[config.mk]
export PLATFORM = sky130hd
export DESIGN_NAME = hill_cipher_block_transform
export DESIGN_NICKNAME = d
export VERILOG_FILES = /design/src/sv/hcbt_pkg.sv /design/src/sv/hcbt_mix.sv /design/src/sv/hill_cipher_block_transform.sv
export SDC_FILE = /design/constraint.sdc
export NUM_CORES = 2
export LEC_CHECK = 0
export ABC_AREA = 0
export BUFFER_PORTS_ARGS = -buffer_cell sky130_fd_sc_hd__buf_2
export CORE_ASPECT_RATIO = 0.7
export CORE_UTILIZATION = 50
export CTS_CLUSTER_SIZE = 10
export DETAILED_ROUTE_END_ITERATION = 7
export PLACE_DENSITY = 0.74
export SYNTH_ARGS = -nofsm -noshare
export SYNTH_HDL_FRONTEND = slang
export SYNTH_SLANG_ARGS = --single-unit
[constraint.sdc]
create_clock -name clk -period 22.6 [get_ports clk]
set_input_delay 2.26 -clock clk [delete_from_list [all_inputs] [get_ports clk]]
set_output_delay 2.26 -clock clk [all_outputs]
set_load 0.05 [all_outputs]
[src/sv/hcbt_pkg.sv]
// Types, constants and the modulo-26 helper for the Hill cipher block transform.
`default_nettype none

package hcbt_pkg;

  // Field widths
  localparam int LETTER_W     = 5;
  localparam int KEY_ROWS     = 4;
  localparam int KEY_ROW_W    = KEY_ROWS * LETTER_W;
  localparam int BLOCK_SIZE_W = 3;
  localparam int CFG_INDEX_W  = 3;
  localparam int CFG_DATA_W   = KEY_ROW_W;

  // Defaults
  localparam int MAX_BLOCK_DEFAULT = 4;
  localparam int BLOCK_SIZE_RESET  = 3;

  // Alphabet
  localparam int ALPHABET   = 26;
  localparam int PAD_LETTER = 23;  // 'x'

  // Dot product of up to four 5-bit by 5-bit terms
  localparam int SUM_W = 2 * LETTER_W + 2;

  // x mod 26 via reciprocal: q = (x * 2521) >> 16 is exact for x < 4096
  localparam int MOD_RECIP = 2521;
  localparam int MOD_SHIFT = 16;
  localparam int SCALED_W  = SUM_W + MOD_SHIFT;
  localparam int QUOT_W    = 8;

  // Configuration register indexes
  typedef enum logic [CFG_INDEX_W-1:0] {
    REG_BLOCK_SIZE    = 3'd0,
    REG_KEY_ROW_ZERO  = 3'd1,
    REG_KEY_ROW_ONE   = 3'd2,
    REG_KEY_ROW_TWO   = 3'd3,
    REG_KEY_ROW_THREE = 3'd4
  } cfg_reg_t;

  // Input transaction
  typedef struct packed {
    logic [LETTER_W-1:0] letter_in;
    logic                message_end;
  } text_t;

  // Output transaction
  typedef struct packed {
    logic [LETTER_W-1:0] letter_out;
    logic                block_last;
    logic                message_last;
  } cipher_t;

  // Reduce a dot-product sum modulo 26
  function automatic logic [LETTER_W-1:0] mod_alphabet(input logic [SUM_W-1:0] x);
    logic [SCALED_W-1:0] scaled;
    logic [QUOT_W-1:0]   q;
    logic [SUM_W-1:0]    r;
    scaled = SCALED_W'(x) * SCALED_W'(MOD_RECIP);
    q      = scaled[MOD_SHIFT +: QUOT_W];
    r      = x - SUM_W'(q) * SUM_W'(ALPHABET);
    return r[LETTER_W-1:0];
  endfunction

endpackage

`default_nettype wire

[src/sv/hcbt_mix.sv]
// Key matrix times letter block, each row reduced modulo 26.
`default_nettype none

module hcbt_mix #(
  parameter int DEPTH = hcbt_pkg::KEY_ROWS,
  parameter int CNT_W = 3
) (
  input  wire logic [DEPTH-1:0][hcbt_pkg::LETTER_W-1:0]  block,
  input  wire logic [CNT_W-1:0]                          size,
  input  wire logic [DEPTH-1:0][hcbt_pkg::KEY_ROW_W-1:0] key_rows,
  output logic      [DEPTH-1:0][hcbt_pkg::LETTER_W-1:0]  letters
);

  localparam int LW    = hcbt_pkg::LETTER_W;
  localparam int SUM_W = hcbt_pkg::SUM_W;

  // One dot product per row; columns at or past the block size are masked
  always_comb begin
    logic [2*LW-1:0]  prod;
    logic [SUM_W-1:0] acc;
    prod = '0;
    acc  = '0;
    for (int i = 0; i < DEPTH; i++) begin
      acc = '0;
      for (int j = 0; j < DEPTH; j++) begin
        prod = key_rows[i][j*LW +: LW] * block[j];
        if (CNT_W'(j) < size) begin
          acc = acc + SUM_W'(prod);
        end
      end
      letters[i] = hcbt_pkg::mod_alphabet(acc);
    end
  end

endmodule

`default_nettype wire

[src/sv/hill_cipher_block_transform.sv]
// Hill cipher block transform: letter collection, matrix product, result drain.
// A completed block is registered, then its product lands in the result buffer.
// Throughput: one letter accepted and one result out per cycle while not stalled.
// A block closed early by message end can stall input while the result buffer drains.
// Reset (synchronous): fill count and valids cleared, block size 3, key rows 0.
// The letter store is not reset; only written entries are read.
`default_nettype none

module hill_cipher_block_transform #(
  parameter int MAX_BLOCK = hcbt_pkg::MAX_BLOCK_DEFAULT
) (
  input  wire logic                             clk,
  input  wire logic                             rst,
  // letter stream
  input  wire logic                             text_valid,
  output logic                                  text_stall,
  input  wire hcbt_pkg::text_t                  text,
  // transformed letters
  output logic                                  cipher_valid,
  input  wire logic                             cipher_stall,
  output hcbt_pkg::cipher_t                     cipher,
  // configuration writes
  input  wire logic                             cfg_valid,
  output logic                                  cfg_ready,
  input  wire logic [hcbt_pkg::CFG_INDEX_W-1:0] cfg_index,
  input  wire logic [hcbt_pkg::CFG_DATA_W-1:0]  cfg_data
);

  localparam int DEPTH = (MAX_BLOCK < hcbt_pkg::KEY_ROWS) ? MAX_BLOCK : hcbt_pkg::KEY_ROWS;
  localparam int IDX_W = $clog2(DEPTH);
  localparam int CNT_W = $clog2(DEPTH + 1);
  localparam int LW    = hcbt_pkg::LETTER_W;
  localparam int BS_W  = hcbt_pkg::BLOCK_SIZE_W;
  localparam int KW    = hcbt_pkg::KEY_ROW_W;
  localparam int CI_W  = hcbt_pkg::CFG_INDEX_W;

  // Configuration registers
  logic [BS_W-1:0]            block_size;
  logic [DEPTH-1:0][KW-1:0]   key_rows;
  logic [CI_W-1:0]            key_sel;

  // Collection
  logic [DEPTH-1:0][LW-1:0]   store;
  logic [IDX_W-1:0]           count;
  logic [CNT_W-1:0]           count_inc;
  logic [CNT_W-1:0]           size_eff;
  logic                       text_accept;
  logic                       block_done;
  logic [DEPTH-1:0][LW-1:0]   blk_next;

  // Block register feeding the matrix product
  logic                       blk_valid;
  logic [DEPTH-1:0][LW-1:0]   blk_letters;
  logic [CNT_W-1:0]           blk_n;
  logic                       blk_end;
  logic                       blk_move;

  // Result buffer
  logic                       res_valid;
  logic [DEPTH-1:0][LW-1:0]   res_letters;
  logic [DEPTH-1:0][LW-1:0]   mix_letters;
  logic [CNT_W-1:0]           res_n;
  logic                       res_end;
  logic [IDX_W-1:0]           rd;
  logic                       res_last;
  logic                       cipher_accept;
  logic                       res_free;

  // Configuration port always takes writes
  assign cfg_ready = 1'b1;
  assign key_sel   = cfg_index - CI_W'(hcbt_pkg::REG_KEY_ROW_ZERO);

  always_ff @(posedge clk) begin
    if (rst) begin
      block_size <= BS_W'(hcbt_pkg::BLOCK_SIZE_RESET);
      key_rows   <= '0;
    end else if (cfg_valid) begin
      unique case (cfg_index) inside
        hcbt_pkg::REG_BLOCK_SIZE: begin
          block_size <= cfg_data[BS_W-1:0];
        end
        hcbt_pkg::REG_KEY_ROW_ZERO, hcbt_pkg::REG_KEY_ROW_ONE,
        hcbt_pkg::REG_KEY_ROW_TWO, hcbt_pkg::REG_KEY_ROW_THREE: begin
          // rows past the supported block size are not stored
          for (int r = 0; r < DEPTH; r++) begin
            if (key_sel == CI_W'(r)) begin
              key_rows[r] <= cfg_data;
            end
          end
        end
        default: begin
        end
      endcase
    end
  end

  // Block size in use: zero acts as one, large values saturate
  always_comb begin
    if (block_size == '0) begin
      size_eff = CNT_W'(1);
    end else if (block_size > BS_W'(DEPTH)) begin
      size_eff = CNT_W'(DEPTH);
    end else begin
      size_eff = CNT_W'(block_size);
    end
  end

  // Handshake and drain control
  assign res_last      = (CNT_W'(rd) + CNT_W'(1)) == res_n;
  assign cipher_accept = res_valid && !cipher_stall;
  assign res_free      = !res_valid || (cipher_accept && res_last);
  assign blk_move      = blk_valid && res_free;
  assign text_stall    = blk_valid && !blk_move;
  assign text_accept   = text_valid && !text_stall;

  assign count_inc  = CNT_W'(count) + CNT_W'(1);
  assign block_done = text.message_end || (count_inc >= size_eff);

  // Completed block: stored letters, the new letter, then pad
  always_comb begin
    for (int j = 0; j < DEPTH; j++) begin
      if (IDX_W'(j) == count) begin
        blk_next[j] = text.letter_in;
      end else if (CNT_W'(j) < CNT_W'(count)) begin
        blk_next[j] = store[j];
      end else begin
        blk_next[j] = LW'(hcbt_pkg::PAD_LETTER);
      end
    end
  end

  // Matrix product on the held block
  hcbt_mix #(
    .DEPTH (DEPTH),
    .CNT_W (CNT_W)
  ) u_mix (
    .block    (blk_letters),
    .size     (blk_n),
    .key_rows (key_rows),
    .letters  (mix_letters)
  );

  // Control state
  always_ff @(posedge clk) begin
    if (rst) begin
      count     <= '0;
      blk_valid <= 1'b0;
      res_valid <= 1'b0;
      rd        <= '0;
    end else begin
      if (text_accept) begin
        count <= block_done ? '0 : count_inc[IDX_W-1:0];
      end
      if (text_accept && block_done) begin
        blk_valid <= 1'b1;
      end else if (blk_move) begin
        blk_valid <= 1'b0;
      end
      if (blk_move) begin
        res_valid <= 1'b1;
        rd        <= '0;
      end else if (cipher_accept) begin
        if (res_last) begin
          res_valid <= 1'b0;
        end else begin
          rd <= rd + IDX_W'(1);
        end
      end
    end
  end

  // Payload registers
  always_ff @(posedge clk) begin
    if (text_accept) begin
      store[count] <= text.letter_in;
    end
    if (text_accept && block_done) begin
      blk_letters <= blk_next;
      blk_n       <= size_eff;
      blk_end     <= text.message_end;
    end
    if (blk_move) begin
      res_letters <= mix_letters;
      res_n       <= blk_n;
      res_end     <= blk_end;
    end
  end

  // Output transaction
  assign cipher_valid        = res_valid;
  assign cipher.letter_out   = res_letters[rd];
  assign cipher.block_last   = res_last;
  assign cipher.message_last = res_last && res_end;

endmodule

`default_nettype wire

=== Yosys cells after proc, flatten, opt, wreduce, memory -nomap -nowiden ===
Index checks and enable logic that the tools add are counted.

* Register bits after elaboration: 157
* Bits of input ports: 34
* Output and inout bits: 10
* Word-level logic and storage cells: 158

* Add/subtract/negate cells: 20
* Multiply operators: 24
* Order comparisons: 12
* Equality and inequality tests: 11
* Multiplexer cells: 35
* Bitwise operators: 1
* Reductions and logical operators: 30

{| class="wikitable"
|+ Operators by type and width
! operator !! count
|-
| 5-bit by 5-bit multiplier with 10-bit output || 16
|-
| 12-bit 2-to-1 mux || 12
|-
| 12-bit by 10-bit adder with 12-bit output || 8
|-
| 12-bit by 12-bit multiplier with 24-bit output (second input constant) || 4
|-
| 10-bit by 10-bit adder with 11-bit output || 4
|-
| 10-bit 2-to-1 mux || 4
|-
| 5-bit 2-to-1 mux || 8
|-
| 8-bit by 4-bit multiplier with 4-bit output (second input constant) || 4
|-
| 20-bit bitwise mux || 1
|-
| 5-bit subtractor || 4
|-
| 3-bit by 2-bit equality test with 1-bit output (second input constant) || 4
|-
| 3-bit AND reduction || 4
|-
| 5-bit binary-select mux with 2-bit select || 1
|-
| 5-bit demux with 2-bit select || 1
|-
| 3-bit logical NOT || 3
|-
| 1-bit logical AND || 8
|-
| 2-bit by 1-bit adder with 3-bit output (second input constant) || 2
|-
| 3-bit by 1-bit equality test with 1-bit output (second input constant) || 2
|-
| 1-bit by 3-bit less-than comparator with 1-bit output (first input constant) || 2
|-
| 2-bit by 3-bit less-than comparator with 1-bit output (first input constant) || 2
|-
| 2-bit by 3-bit less-than comparator with 1-bit output (second input constant) || 2
|-
| 3-bit 2-to-1 mux || 2
|-
| 2-bit AND reduction || 3
|-
| 2-bit nonzero test || 3
|-
| 19 further kinds || 29
|}

=== Longest topological paths before layout ===
* Depth after elaboration: 11
* Mapped depth: 71
* Mapped depth without buffers: 70

=== Modules after synthesis ===
A second synthesis with hierarchy kept.

* Cells, all modules: 3722
* Area, all modules: 32483.7 um^2

{| class="wikitable"
|+ By module, submodules not included
! module !! instances !! cells each !! area each (um^2) !! sequential area each (um^2)
|-
| hcbt_mix || 1 || 3182 || 26793.2 || 0.0
|-
| hill_cipher_block_transform || 1 || 540 || 5690.5 || 3673.5
|}

=== Least setup slack after synthesis ===
No wires, ideal clock.

* Kind: reg2reg
* From: reg blk_letters[3] in the netlist's numbering
* To: reg res_letters[19] in the netlist's numbering, data pin
* Setup time: 258 ps
* Arrival: 15814 ps
* Data required time: 22342 ps
* Slack: 6528 ps
* Cell stages (with the launch flop): 65
* Path buffers: 1
* Period minus slack after synthesis: 16072 ps
* Path through: edfxtp_1 clkbuf_1 nand2_1 fa_1 inv_1 fa_1 fa_1 ha_1 xor2_1 nor2_1 fa_1 fa_1 fa_1 ha_1 xnor2_1 o22ai_1 inv_1 fa_1 [... 29 more ...] a21oi_1 a21o_1 nand2_1 o41ai_2 nor2b_1 o21a_1 o21a_1 nor2_1 ha_1 inv_1 ha_1 a21oi_1 xnor2_1 xnor2_1 xnor2_1 xnor3_1 xnor2_1 xnor2_1

{| class="wikitable"
|+ RTL lines
! item !! RTL line !! RTL
|-
| from (decl) || hill_cipher_block_transform.sv:53 || <nowiki>logic [DEPTH-1:0][LW-1:0] blk_letters;</nowiki>
|-
| from (signal assigned) || hill_cipher_block_transform.sv:178 || <nowiki>blk_letters <= blk_next;</nowiki>
|-
| to (signal assigned) || hill_cipher_block_transform.sv:183 || <nowiki>res_letters <= mix_letters;</nowiki>
|-
| to (decl) || hill_cipher_block_transform.sv:60 || <nowiki>logic [DEPTH-1:0][LW-1:0] res_letters;</nowiki>
|}

==> impl_results.md <==
- Run status: finished clean
- Vias: 23900
- Slew HR: 23.0%
- DP Worst Slack: 5.28 ns
- Area Growth Syn to Fin: 5.19%
- Antenna Violating Nets Remaining: 0
- Area leader, netlist: fa_1
- Mapped Nets: 4686
- Setup bufs post-CTS: 0
- All-Layer GR Usage: 24.4%
- Final Skew: 0.0106 ns
- #FFs+latches synth: 152
- Drt pass-1 iters: 5
- Insertion delay of the later-clocked pin in the worst-skew pair: 0.46 ns
- DIE HEIGHT: 214 um
- Root Driver: clkbuf_16
- Post-synth top area share: 25.2%
- Startpoint Class: flip-flop
- H-tree levels: 4
- HPWL after DPL: 62.4 mm
- Vias per inst: 5.31
- Period minus WS final: 17.34 ns
- Synth cell types: 77
- Crit-path slowest cell: edfxtp_1
- CTS clk-pin slew, worst paths: 0.07 ns
- Worst Setup SP: blk_letters[4]$_DFFE_PP_
- Share of cells above drive strength 1: 4.36%
- R2r startpoint: blk_letters[4]$_DFFE_PP_
- Most used DFF post-synth: dfxtp_1
- Final hold violations: 0
- WS Path Type: flip-flop to flip-flop
- # setup viols final: 0
- CP Capture Type: flip-flop
- EDFF count, synth: 63
- Crit path top cell by count: fa_1
- Peak supply drop: 0.0720 mV
- Bufs on Longest Clock Path: 2
- CP arrival: 17.55 ns
- Worst-path fanout max: 20
- Layout Nets: 4665
- R2R depth: 63
- DRT iter0 DRCs: 1605
- Routed len/inst: 16.7 um
- Cts bufs inserted: 17
- Synthesized area: 32000 um^2
- Mapped Avg Cell Area: 8.71 um^2
- Total Wirelength: 75.1 mm
- Final WS setup: 5.26 ns
- Largest net degree at the start of global routing: 90
- Final period util: 76.7%
- GRT overflow: 0
- Register area share after synthesis: 11.5%
- Hold crit path type: flip-flop to flip-flop
- # DRC: 0
- Final Slew Violations: 0
- Synth top area cells: fa_1, ha_1, inv_1
- Num rows: 77
- Commonest cells after routing, fill and taps aside: inv_1, ha_1, nand2_1
- Initial antenna violation count: 2
- Least-Margin Pin Slew: 1.15 ns
- Starting Density: 50.7%
- Setup crit end: res_letters[19]$_DFFE_PP_
- Reg-to-reg slack, setup: 5.26 ns
- Synth async-reset ratio: 0%
- Max-cap violations: 0
- Clock sink count: 152
- Die ar.: 65100 um^2
- # IOs: 44
- Worst path required time: 22.81 ns
- Port Buf Inserts: 42
- RSZ-0062 raised after global routing: no
- FF-to-FF End: res_letters[19]$_DFFE_PP_
- Synth warnings: 0
- CTS hold repair buffers: 0
- Vias in the first global route: 25000
- Placer congestion estimate: 0.891
- Core area: 63200 um^2
- Max frequency: 57.7 MHz
- Mapped Cells: 3678
- CP peak stage delay: 0.82 ns
- First-pass GRT wire length: 127 mm
- P_leak: 0.0179 uW
- Final setup TNS: 0 ns
- Most common cell after layout, fill and taps aside: inv_1
- CTS resizes: 0
- CTS tree: done
- DIE WIDTH: 305 um
- Power per cell area: 64.0 nW/um^2
## metal layers
| layer | vias up | wire, um | track usage [%] |
|---|---|---|---|
| met4 | 0 | 1390 | 6.22 |
| li1 | 11700 | - | - |
| met5 | - | 0 | 0 |
| met1 | 11500 | 36200 | 34.4 |
| met3 | 89 | 5440 | 5.00 |
| met2 | 637 | 32100 | 38.5 |
## critical path: cells and delay by family (launching register included)
| kind | cells | cell delay [ns] |
|---|---|---|
| fa+ha+maj | 24 | 10.66 |
| simple gates | 11 | 1.29 |
| xor+xnor | 9 | 1.46 |
| flops | 1 | 0.82 |
| buf+inv | 8 | 0.47 |
| compound gates | 11 | 2.41 |
## state kept, by name, indices dropped and copies added, names as in the netlist, 3 cells and up
signal	count
blk_letters	20
blk_n	3
store	15
res_letters	20
res_n	3
block_size	3
key_rows	80
## cell families after synthesis
group,Yosys count,synth area share (%)
AOI/OAI and AO/OA,508,9.78
xor gates and xnor gates,158,4.45
adders and majority gates,974,47.5
buffers and inverters,879,10.4
DFF,152,11.5
muxes,55,2.02
other,1,0.0117
and+or+nand+nor,951,14.4
## report_power, final
group | total, uW | internal (uW) | switching, uW
registers | 363 | 344 | 19.1
logic | 1480 | 659 | 825
clock network | 309 | 167 | 142
## Yosys cell counts (13+ instances only)
library cell,n
ha_1,570
edfxtp_1,63
and2_1,274
o21a_1,27
a21oi_1,219
nor2b_1,24
clkbuf_1,89
mux2_2,27
a21o_1,46
and3_1,15
nor2_1,111
o22ai_1,15
dfxtp_1,89
o21bai_1,26
mux2i_1,23
xnor2_1,115
nand3_1,19
fa_1,404
nand2b_1,20
nor3_1,27
xor2_1,40
o31a_1,13
inv_1,770
nand2_1,416
o21ai_0,86
## worst min-delay path by stage
stage	endpoint	slack, ns	cells after the start	from
floorplan	res_end$_DFFE_PP_	0.40	0	blk_end$_DFFE_PP_
global placement	res_end$_DFFE_PP_	0.42	0	blk_end$_DFFE_PP_
detailed placement	res_end$_DFFE_PP_	0.42	0	blk_end$_DFFE_PP_
CTS	res_end$_DFFE_PP_	0.42	0	blk_end$_DFFE_PP_
global route	res_end$_DFFE_PP_	0.44	0	blk_end$_DFFE_PP_
finish	res_end$_DFFE_PP_	0.42	0	blk_end$_DFFE_PP_
## metrics by stage
stage	util (%)	hold WS (ns)	cell area (um^2)	std cells	total power, uW
finish	53.3	0.421	33700	4501	2160
global route	53.3	0.441	33700	4501	2410
CTS	53.3	0.422	33700	4499	2170
detailed placement	52.4	0.419	33100	4467	1850
global placement	52.4	0.415	33100	4467	1800
floorplan	-	0.400	32000	3678	1510
## area by class of cell
cell class                      count  area (um^2)
Fill cell                        5776        29500
Multi-Input combinational cell   2647        25100
Sequential cell                   152         3670
Inverter                          771         2890
Tap cell                          829         1040
Clock buffer                       17          425
Timing Repair Buffer               68          408
Clock inverter                     15          178
Antenna cell                        2         5.00
Power figures use the tool's default switching activity.
